<file path="config.mk">
export PLATFORM = sky130hd
export DESIGN_NAME = poisson_scan_statistic_top
export DESIGN_NICKNAME = d
export VERILOG_FILES = /design/src/sv/pss_pkg.sv /design/src/sv/pss_mul.sv /design/src/sv/pss_core.sv /design/src/sv/poisson_scan_statistic_top.sv
export SDC_FILE = /design/constraint.sdc
export NUM_CORES = 2
export LEC_CHECK = 0
export ABC_AREA = 1
export BUFFER_PORTS_ARGS = -buffer_cell sky130_fd_sc_hd__buf_2
export CAP_MARGIN = 20
export CORE_ASPECT_RATIO = 1.1
export CORE_MARGIN = 1
export CORE_UTILIZATION = 65
export CTS_BUF_LIST = sky130_fd_sc_hd__clkbuf_4
export DETAILED_ROUTE_END_ITERATION = 12
export GPL_ROUTABILITY_DRIVEN = 1
export PLACE_DENSITY = 0.83
export SYNTH_ARGS = -nofsm -noshare
export SYNTH_HDL_FRONTEND = slang
export SYNTH_SLANG_ARGS = --single-unit
</file>
<file path="constraint.sdc">
create_clock -name clk -period 24.1 [get_ports clk]
set_input_delay 2.41 -clock clk [delete_from_list [all_inputs] [get_ports clk]]
set_output_delay 2.41 -clock clk [all_outputs]
set_load 0.01 [all_outputs]
</file>
<file path="src/sv/pss_pkg.sv">
package pss_pkg;

	localparam int STAT_W = 48;
	localparam logic [STAT_W-1:0] STAT_MAX = '1;
	localparam logic [31:0] LN2_Q32 = 32'd2977044472;

	localparam logic [1:0] REG_TOTAL_CASES   = 2'd0;
	localparam logic [1:0] REG_MINIMUM_CASES = 2'd1;
	localparam logic [1:0] REG_PENALTY_EN    = 2'd2;
	localparam logic [1:0] REG_MAX_ONLY      = 2'd3;

	typedef struct packed {
		logic [23:0]        case_count;
		logic [23:0]        total_cases;
		logic [23:0]        minimum_cases;
		logic signed [23:0] log_expected_in;
		logic signed [23:0] log_expected_out;
		logic [16:0]        penalty;
		logic               penalty_enable;
	} req_t;

	typedef struct packed {
		logic              idle;
		logic              done;
		logic [STAT_W-1:0] stat;
	} res_t;

endpackage

</file>
<file path="src/sv/pss_mul.sv">
module pss_mul (
	input  logic [31:0] a,
	input  logic [31:0] b,
	output logic [63:0] p
);

	assign p = 64'(a) * 64'(b);

endmodule

</file>
<file path="src/sv/pss_core.sv">
module pss_core #(
	parameter int FRACTION_BITS = 16,
	parameter int COUNT_BITS    = 24
) (
	input  logic          clk,
	input  logic          arst_n,
	input  logic          start,
	input  pss_pkg::req_t req,
	input  logic          ack,
	output pss_pkg::res_t res
);

	localparam int FB   = FRACTION_BITS;
	localparam int LGW  = FB + 5;
	localparam int LW   = ((LGW > 24) ? LGW : 24) + 2;
	localparam int AW   = 32 + LW + 2;
	localparam int NCH  = (AW - 1 + 31) / 32;
	localparam int UPW  = NCH * 32;
	localparam int SW   = UPW + FB;
	localparam int IW   = $clog2(FB + 1);
	localparam logic [31:0] CMASK = 32'((64'd1 << COUNT_BITS) - 64'd1);
	localparam logic [31:0] ONE = 32'(64'd1 << FB);

	localparam logic [3:0] S_IDLE = 4'd0;
	localparam logic [3:0] S_NORM = 4'd1;
	localparam logic [3:0] S_SQ   = 4'd2;
	localparam logic [3:0] S_LN   = 4'd3;
	localparam logic [3:0] S_PIN  = 4'd4;
	localparam logic [3:0] S_POUT = 4'd5;
	localparam logic [3:0] S_CHK  = 4'd6;
	localparam logic [3:0] S_PEN  = 4'd7;
	localparam logic [3:0] S_SAT  = 4'd8;
	localparam logic [3:0] S_DONE = 4'd9;

	logic [3:0]              state_q;
	logic [IW-1:0]           cnt_q;
	logic                    sel_q;
	logic [31:0]             m_q;
	logic [LGW-1:0]          lg_q;
	logic [31:0]             yin_q;
	logic [31:0]             yout_q;
	logic signed [23:0]      lei_q;
	logic signed [23:0]      leo_q;
	logic [16:0]             pen_q;
	logic                    pen_en_q;
	logic signed [LW-1:0]    lrin_q;
	logic signed [LW-1:0]    lrout_q;
	logic signed [AW-1:0]    acc_q;
	logic [UPW-1:0]          u_q;
	logic [SW-1:0]           sum_q;
	logic [pss_pkg::STAT_W-1:0] stat_q;

	logic [31:0]             mul_a;
	logic [31:0]             mul_b;
	logic [63:0]             prod;
	logic [31:0]             yin_w;
	logic [31:0]             ty_w;
	logic                    zero_case;
	logic [5:0]              sh;
	logic                    hi_zero;
	logic [32:0]             sq;
	logic [64:0]             lnsum;
	logic signed [LGW:0]     ln_s;
	logic signed [LW-1:0]    lr;
	logic signed [AW-1:0]    pm;
	logic [31:0]             mag_in;
	logic [31:0]             mag_out;
	logic [UPW-1:0]          vpen;

	pss_mul u_mul (
		.a (mul_a),
		.b (mul_b),
		.p (prod)
	);

	assign yin_w     = 32'(req.case_count) & CMASK;
	assign ty_w      = 32'(req.total_cases) & CMASK;
	assign zero_case = (yin_w < 32'(req.minimum_cases)) || (yin_w == '0) || (ty_w < yin_w);

	assign sh      = 6'd16 >> cnt_q;
	assign hi_zero = (m_q >> (6'd32 - sh)) == '0;
	assign sq      = prod[63:31];
	assign lnsum   = 65'(prod) + 65'(64'd1 << 31);
	assign ln_s    = signed'({1'b0, lnsum[32+LGW-1:32]});
	assign lr      = LW'(ln_s) - LW'(sel_q ? leo_q : lei_q);
	assign mag_in  = lrin_q[LW-1] ? 32'(-lrin_q) : 32'(lrin_q);
	assign mag_out = lrout_q[LW-1] ? 32'(-lrout_q) : 32'(lrout_q);
	assign pm      = signed'(AW'(prod));
	assign vpen    = UPW'(sum_q >> FB);

	always_comb begin
		mul_a = '0;
		mul_b = '0;
		unique case (state_q)
			S_SQ: begin
				mul_a = m_q;
				mul_b = m_q;
			end
			S_LN: begin
				mul_a = 32'(lg_q);
				mul_b = pss_pkg::LN2_Q32;
			end
			S_PIN: begin
				mul_a = yin_q;
				mul_b = mag_in;
			end
			S_POUT: begin
				mul_a = yout_q;
				mul_b = mag_out;
			end
			S_PEN: begin
				mul_a = u_q[UPW-1 -: 32];
				mul_b = 32'(pen_q);
			end
			default: begin
			end
		endcase
	end

	always_ff @(posedge clk) begin
		unique case (state_q)
			S_IDLE: begin
				yin_q    <= yin_w;
				yout_q   <= ty_w - yin_w;
				lei_q    <= req.log_expected_in;
				leo_q    <= req.log_expected_out;
				pen_q    <= req.penalty;
				pen_en_q <= req.penalty_enable;
				m_q      <= yin_w;
				lg_q     <= LGW'(31);
				stat_q   <= '0;
			end
			S_NORM: begin
				if (hi_zero) begin
					m_q  <= m_q << sh;
					lg_q <= lg_q - LGW'(sh);
				end
			end
			S_SQ: begin
				m_q  <= sq[32] ? sq[32:1] : sq[31:0];
				lg_q <= {lg_q[LGW-2:0], sq[32]};
			end
			S_LN: begin
				if (!sel_q) begin
					lrin_q <= lr;
				end else begin
					lrout_q <= lr;
				end
				if (lrin_q <= lr) begin
					stat_q <= '0;
				end
				m_q  <= yout_q;
				lg_q <= LGW'(31);
			end
			S_PIN: begin
				acc_q <= lrin_q[LW-1] ? -pm : pm;
			end
			S_POUT: begin
				acc_q <= acc_q + (lrout_q[LW-1] ? -pm : pm);
			end
			S_CHK: begin
				u_q   <= UPW'(acc_q);
				sum_q <= '0;
				if (acc_q[AW-1] || acc_q == '0) begin
					stat_q <= '0;
				end else if (acc_q > AW'(pss_pkg::STAT_MAX)) begin
					stat_q <= pss_pkg::STAT_MAX;
				end else begin
					stat_q <= acc_q[pss_pkg::STAT_W-1:0];
				end
			end
			S_PEN: begin
				sum_q <= (sum_q << 32) + SW'(prod);
				u_q   <= u_q << 32;
			end
			S_SAT: begin
				stat_q <= (vpen > UPW'(pss_pkg::STAT_MAX)) ? pss_pkg::STAT_MAX
					: vpen[pss_pkg::STAT_W-1:0];
			end
			default: begin
			end
		endcase
	end

	always_ff @(posedge clk or negedge arst_n) begin
		if (!arst_n) begin
			state_q <= S_IDLE;
			cnt_q   <= '0;
			sel_q   <= 1'b0;
		end else begin
			unique case (state_q)
				S_IDLE: begin
					cnt_q <= '0;
					sel_q <= 1'b0;
					if (start) begin
						state_q <= zero_case ? S_DONE : S_NORM;
					end
				end
				S_NORM: begin
					if (cnt_q == IW'(4)) begin
						cnt_q   <= '0;
						state_q <= S_SQ;
					end else begin
						cnt_q <= cnt_q + 1'b1;
					end
				end
				S_SQ: begin
					if (cnt_q == IW'(FB - 1)) begin
						cnt_q   <= '0;
						state_q <= S_LN;
					end else begin
						cnt_q <= cnt_q + 1'b1;
					end
				end
				S_LN: begin
					if (!sel_q) begin
						if (yout_q == '0) begin
							state_q <= S_PIN;
						end else begin
							sel_q   <= 1'b1;
							state_q <= S_NORM;
						end
					end else begin
						state_q <= (lrin_q <= lr) ? S_DONE : S_PIN;
					end
				end
				S_PIN: begin
					state_q <= (yout_q == '0) ? S_CHK : S_POUT;
				end
				S_POUT: begin
					state_q <= S_CHK;
				end
				S_CHK: begin
					if (acc_q[AW-1] || acc_q == '0) begin
						state_q <= S_DONE;
					end else if (pen_en_q && 32'(pen_q) < ONE) begin
						cnt_q   <= '0;
						state_q <= S_PEN;
					end else begin
						state_q <= S_DONE;
					end
				end
				S_PEN: begin
					if (cnt_q == IW'(NCH - 1)) begin
						state_q <= S_SAT;
					end else begin
						cnt_q <= cnt_q + 1'b1;
					end
				end
				S_SAT: begin
					state_q <= S_DONE;
				end
				S_DONE: begin
					if (ack) begin
						state_q <= S_IDLE;
					end
				end
				default: begin
					state_q <= S_IDLE;
				end
			endcase
		end
	end

	assign res.idle = (state_q == S_IDLE);
	assign res.done = (state_q == S_DONE);
	assign res.stat = stat_q;

endmodule

</file>
<file path="src/sv/poisson_scan_statistic_top.sv">
// channel   handshake             payload
// in        in_valid / in_stall   case_count, log_expected_in, log_expected_out, penalty,
//                                 last_zone
// out       out_valid / out_stall statistic, is_maximum, last_result
// config    APB psel/penable      paddr, pwdata, prdata
//
// A request runs through up to two logs, the products and the penalty chunks from accept to
// next accept; a zone rejected on its counts goes from accept straight to the done state.
// All of it runs through one shared 32x32 multiplier under the core sequencer.
// in_stall is high while a request is in the core; a result waits in the output
// register while out_stall is high and the core holds its finished request.
// Reset clears the configuration registers (minimum cases resets to 1), running maximum and control state.
module poisson_scan_statistic_top #(
	parameter int FRACTION_BITS = 16,
	parameter int COUNT_BITS    = 24
) (
	input  logic        clk,
	input  logic        arst_n,
	input  logic        in_valid,
	output logic        in_stall,
	input  logic [23:0] case_count,
	input  logic signed [23:0] log_expected_in,
	input  logic signed [23:0] log_expected_out,
	input  logic [16:0] penalty,
	input  logic        last_zone,
	output logic        out_valid,
	input  logic        out_stall,
	output logic [47:0] statistic,
	output logic        is_maximum,
	output logic        last_result,
	input  logic        psel,
	input  logic        penable,
	input  logic        pwrite,
	input  logic [3:0]  paddr,
	input  logic [31:0] pwdata,
	output logic [31:0] prdata,
	output logic        pready
);

	logic [23:0]   total_q;
	logic [23:0]   minc_q;
	logic          pen_en_q;
	logic          max_only_q;
	logic [47:0]   rmax_q;
	logic          last_q;
	logic          out_valid_q;
	logic [47:0]   stat_q;
	logic          is_max_q;
	logic          last_res_q;

	pss_pkg::req_t req;
	pss_pkg::res_t res;
	logic          start;
	logic          emit;
	logic          ack;
	logic [47:0]   new_max;
	logic          wr;

	assign pready = 1'b1;
	assign wr     = psel && penable && pwrite;

	always_comb begin
		unique case (paddr[3:2])
			pss_pkg::REG_TOTAL_CASES:   prdata = 32'(total_q);
			pss_pkg::REG_MINIMUM_CASES: prdata = 32'(minc_q);
			pss_pkg::REG_PENALTY_EN:    prdata = 32'(pen_en_q);
			pss_pkg::REG_MAX_ONLY:      prdata = 32'(max_only_q);
			default:                    prdata = '0;
		endcase
	end

	always_ff @(posedge clk or negedge arst_n) begin
		if (!arst_n) begin
			total_q    <= '0;
			minc_q     <= 24'd1;
			pen_en_q   <= 1'b0;
			max_only_q <= 1'b0;
		end else if (wr) begin
			unique case (paddr[3:2])
				pss_pkg::REG_TOTAL_CASES:   total_q    <= pwdata[23:0];
				pss_pkg::REG_MINIMUM_CASES: minc_q     <= pwdata[23:0];
				pss_pkg::REG_PENALTY_EN:    pen_en_q   <= pwdata[0];
				pss_pkg::REG_MAX_ONLY:      max_only_q <= pwdata[0];
				default: begin
				end
			endcase
		end
	end

	assign in_stall = !res.idle;
	assign start    = in_valid && !in_stall;

	assign req.case_count       = case_count;
	assign req.total_cases      = total_q;
	assign req.minimum_cases    = minc_q;
	assign req.log_expected_in  = log_expected_in;
	assign req.log_expected_out = log_expected_out;
	assign req.penalty          = penalty;
	assign req.penalty_enable   = pen_en_q;

	pss_core #(
		.FRACTION_BITS (FRACTION_BITS),
		.COUNT_BITS    (COUNT_BITS)
	) u_core (
		.clk    (clk),
		.arst_n (arst_n),
		.start  (start),
		.req    (req),
		.ack    (ack),
		.res    (res)
	);

	assign new_max = (res.stat > rmax_q) ? res.stat : rmax_q;
	assign emit    = !max_only_q || last_q;
	assign ack     = res.done && (!emit || !out_valid_q || !out_stall);

	always_ff @(posedge clk) begin
		if (start) begin
			last_q <= last_zone;
		end
		if (ack && emit) begin
			stat_q     <= max_only_q ? new_max : res.stat;
			is_max_q   <= max_only_q;
			last_res_q <= last_q;
		end
	end

	always_ff @(posedge clk or negedge arst_n) begin
		if (!arst_n) begin
			rmax_q      <= '0;
			out_valid_q <= 1'b0;
		end else begin
			if (ack) begin
				if (last_q) begin
					rmax_q <= '0;
				end else if (max_only_q) begin
					rmax_q <= new_max;
				end
			end
			if (ack && emit) begin
				out_valid_q <= 1'b1;
			end else if (!out_stall) begin
				out_valid_q <= 1'b0;
			end
		end
	end

	assign out_valid   = out_valid_q;
	assign statistic   = stat_q;
	assign is_maximum  = is_max_q;
	assign last_result = last_res_q;

	a_busy_after_start: assert property (@(posedge clk) disable iff (!arst_n)
		start |=> in_stall)
		else $error("core idle after a request was taken");

	a_max_is_last: assert property (@(posedge clk) disable iff (!arst_n)
		out_valid && is_maximum |-> last_result)
		else $error("batch maximum sent before the last zone");

	a_out_from_core: assert property (@(posedge clk) disable iff (!arst_n)
		$rose(out_valid) |-> $past(res.done))
		else $error("output raised without a finished request");

endmodule

</file>
==> flow_metrics.env <==
export IMPL_status="finished clean"
export IMPL_grt_overflow=0
export IMPL_r2r_cells=61
export IMPL_nNetsFinal=11940
export IMPL_period_share=0.7181
export IMPL_avgRoutedWirePerCell_um=23.99
export IMPL_crit_family="adder cells"
export IMPL_drive_gt1_frac=0.07352
export IMPL_post_cts_buffers=0
export IMPL_final_common_cell="nand2_1"
export IMPL_start_util=0.6582
export IMPL_cts_buffers=162
export IMPL_fill_cells=9692
export IMPL_ys_seq_area_frac=0.2334
export IMPL_synthesis_area_um2=78980
export IMPL_cts_hold_buf=0
export IMPL_dieWidth_um=334.4
export IMPL_timing_worst_setup_path_type="flop to flop"
export IMPL_slew_violations=0
export IMPL_tns_ns=0
export IMPL_fmax_mhz=57.78
export IMPL_gp_congestion=1.063
export IMPL_core_area_um2=120000
export IMPL_async_flop_share=0.1725
export IMPL_die_area_um2=122900
export IMPL_drc=0
export IMPL_cp_required_ns=24.87
export IMPL_crit_cells=61
export IMPL_grt_usage=0.4771
export IMPL_portBuffers=198
export IMPL_drt_wl_total_um=291300
export IMPL_cp_end_kind="flop"
export IMPL_ys_ff_latch=632
export IMPL_r2r_start="u_core.state_q[1]"
export IMPL_cpMaxStageDelayCell="inv_1"
export IMPL_ctsLongestPathBuffers=3
export IMPL_dp_hpwl_um=229000
export IMPL_cp_arrival_ns=18.08
export IMPL_htree_levels=4
export IMPL_cp_start_kind="flop"
export IMPL_avgSynthCellArea_um2=7.690
export IMPL_max_slew_worst_pin_slew_ns=1.269
export IMPL_fin_worst_skew_ns=0.1150
export IMPL_setup_ws_ns=6.793
export IMPL_slew_headroom=0.1510
export IMPL_layout_common_cells="2,466 x nand2_1, 2,304 x inv_1, 901 x fa_1"
export IMPL_grt_max_degree=97
export IMPL_rsz0062_at_grt="false"
export IMPL_rr_endpoint="u_core.stat_q[27]"
export IMPL_grt_pass1_vias=73490
export IMPL_ant_nets=0
export IMPL_die_h_um=367.6
export IMPL_rrSetupSlack_ns=6.79
export IMPL_drv_cap=0
export IMPL_synth_area_leaders="fa_1 23%, edfxtp_1 20%, nand2_1 12%, inv_1 11%, ha_1 8.1%"
export IMPL_io_pins=218
export IMPL_finalCriticalPeriod_ns=17.31
export IMPL_max_stage_delay_ns=0.68
export IMPL_yosysUniqueCellTypes=74
export IMPL_cts_sinks=632
export IMPL_dp_slack_ns=7.438
export IMPL_fin_cells=12140
export IMPL_insertion_delay_ns=1.21
export IMPL_row_count=133
export IMPL_ctsResizeCount=0
export IMPL_place_inst=11850
export IMPL_grt_pass1_wl_um=434200
export IMPL_cts_tree="built"
export IMPL_hp_class="flop to flop"
export IMPL_hold_viol=0
export IMPL_syn_to_final_growth_pct=6.304
export IMPL_first_iter_violations=9466
export IMPL_drtPass1Iterations=9
export IMPL_setup_viol=0
export IMPL_synth_top_area_frac=0.2284
export IMPL_critPathMostFrequentCell="inv_1"
export IMPL_cp_startpoint="u_core.state_q[1]"
export IMPL_clockRootBuffer="clkbuf_4"
export IMPL_crit_fanout=48
export IMPL_synth_ff_type="edfxtp_1"
export IMPL_cp_num_buf_inv=16
export IMPL_yosysTopAreaCell="fa_1"
export IMPL_synth_edf_count=523
export IMPL_via_count=73760
export IMPL_viasPerCell=6.074
export IMPL_netlist_instances=10270
export IMPL_clk_pin_slew_worst_paths_ns=0.06
export IMPL_endpoint="u_core.stat_q[27]"
export IMPL_antenna_found_initial=10
export IMPL_yosysWarnings=0
==> worst min-delay path by stage <==
stage	cells past startpoint	endpoint	startpoint
floorplan	0	u_core.pen_en_q	pen_en_q
finish	0	last_result	last_q
detailed placement	0	last_result	last_q
global route	0	last_result	last_q
global placement	2	minc_q[17]	minc_q[17]
CTS	0	last_result	last_q
==> final cells by class <==
class                   count  area, um2  share of cell area
clock buffers             220       1652             0.01967
well taps                1620       2027             0.02414
flip-flops and latches    632      18430              0.2196
inverters                2351       8825              0.1051
clock inverters            62      389.1            0.004635
repair buffers            320       1956             0.02329
diodes                     10      25.02           0.0002981
multi-input cells        6929      50650              0.6033
==> sequential cells by signal (all words and copies together) (netlist names), 32 cells and up <==
name	flops
rmax_q	48
statistic	48
u_core.acc_q	60
u_core.m_q	32
u_core.stat_q	48
u_core.sum_q	80
u_core.u_q	64
==> layer usage <==
layer  wire length (um)  GRT usage  share of wire
met4              26860     0.3537          0.092
met3              38360     0.1391           0.13
met5                 20          0       0.000069
met1             100300     0.5837           0.34
met2             125800     0.7168           0.43
==> worst reg2reg max path: cells and delay by family, from the launching register on <==
kind,cells,cell delay (ns)
AO/OA/AOI/OAI,9,2.30
buffers and inverters,16,3.82
AND/OR/NAND/NOR,23,3.80
flip-flops,1,0.45
adder cells (fa/ha/maj),11,5.53
XOR/XNOR,2,1.01
==> cells in the mapped netlist, types with 15 or more instances <==
master and number:
inv_1 2308, a211oi_1 20, xnor2_1 29, nand2_2 24
mux2i_1 24, a221oi_1 35, a21oi_1 433, xor2_1 102
o221ai_1 28, nand3b_1 18, edfxtp_1 523, clkbuf_1 312
o211ai_1 41, buf_1 27, fa_1 901, o2111ai_1 28
o21bai_1 25, buf_2 16, nand3_1 239, clkinv_1 15
nor2_2 18, o21ai_0 697, dfrtp_1 108, nand4_1 81
o21ai_1 30, nor3_1 67, nand2_1 2468, nor2_1 734
o22ai_1 73, o21a_1 31, or2_2 26, inv_2 28
nor4_1 46, ha_1 512, a31oi_1 59
==> logic make-up after synthesis <==
group / share of synthesized area
flops: 0.2334
other cells: 0.00009509
buf+inv: 0.1298
mux: 0.003042
compound gates: 0.1129
xor+xnor: 0.01535
simple gates: 0.1958
fa+ha+maj: 0.3095
==> metrics by stage <==
| stage | utilization | hold WS, ns | area, um2 |
|---|---|---|---|
| finish | 0.6997 | 0.4874 | 83950 |
| global route | 0.6996 | 0.4981 | 83940 |
| CTS | 0.6992 | 0.4836 | 83890 |
| detailed placement | 0.6821 | 0.4653 | 81840 |
| global placement | 0.6817 | 0.4674 | 81800 |
| floorplan | - | 0.4476 | 79000 |
Power is left out: the tool's default activity adds up to more than one toggle a clock period on the data nets, which glitch-free logic cannot reach.
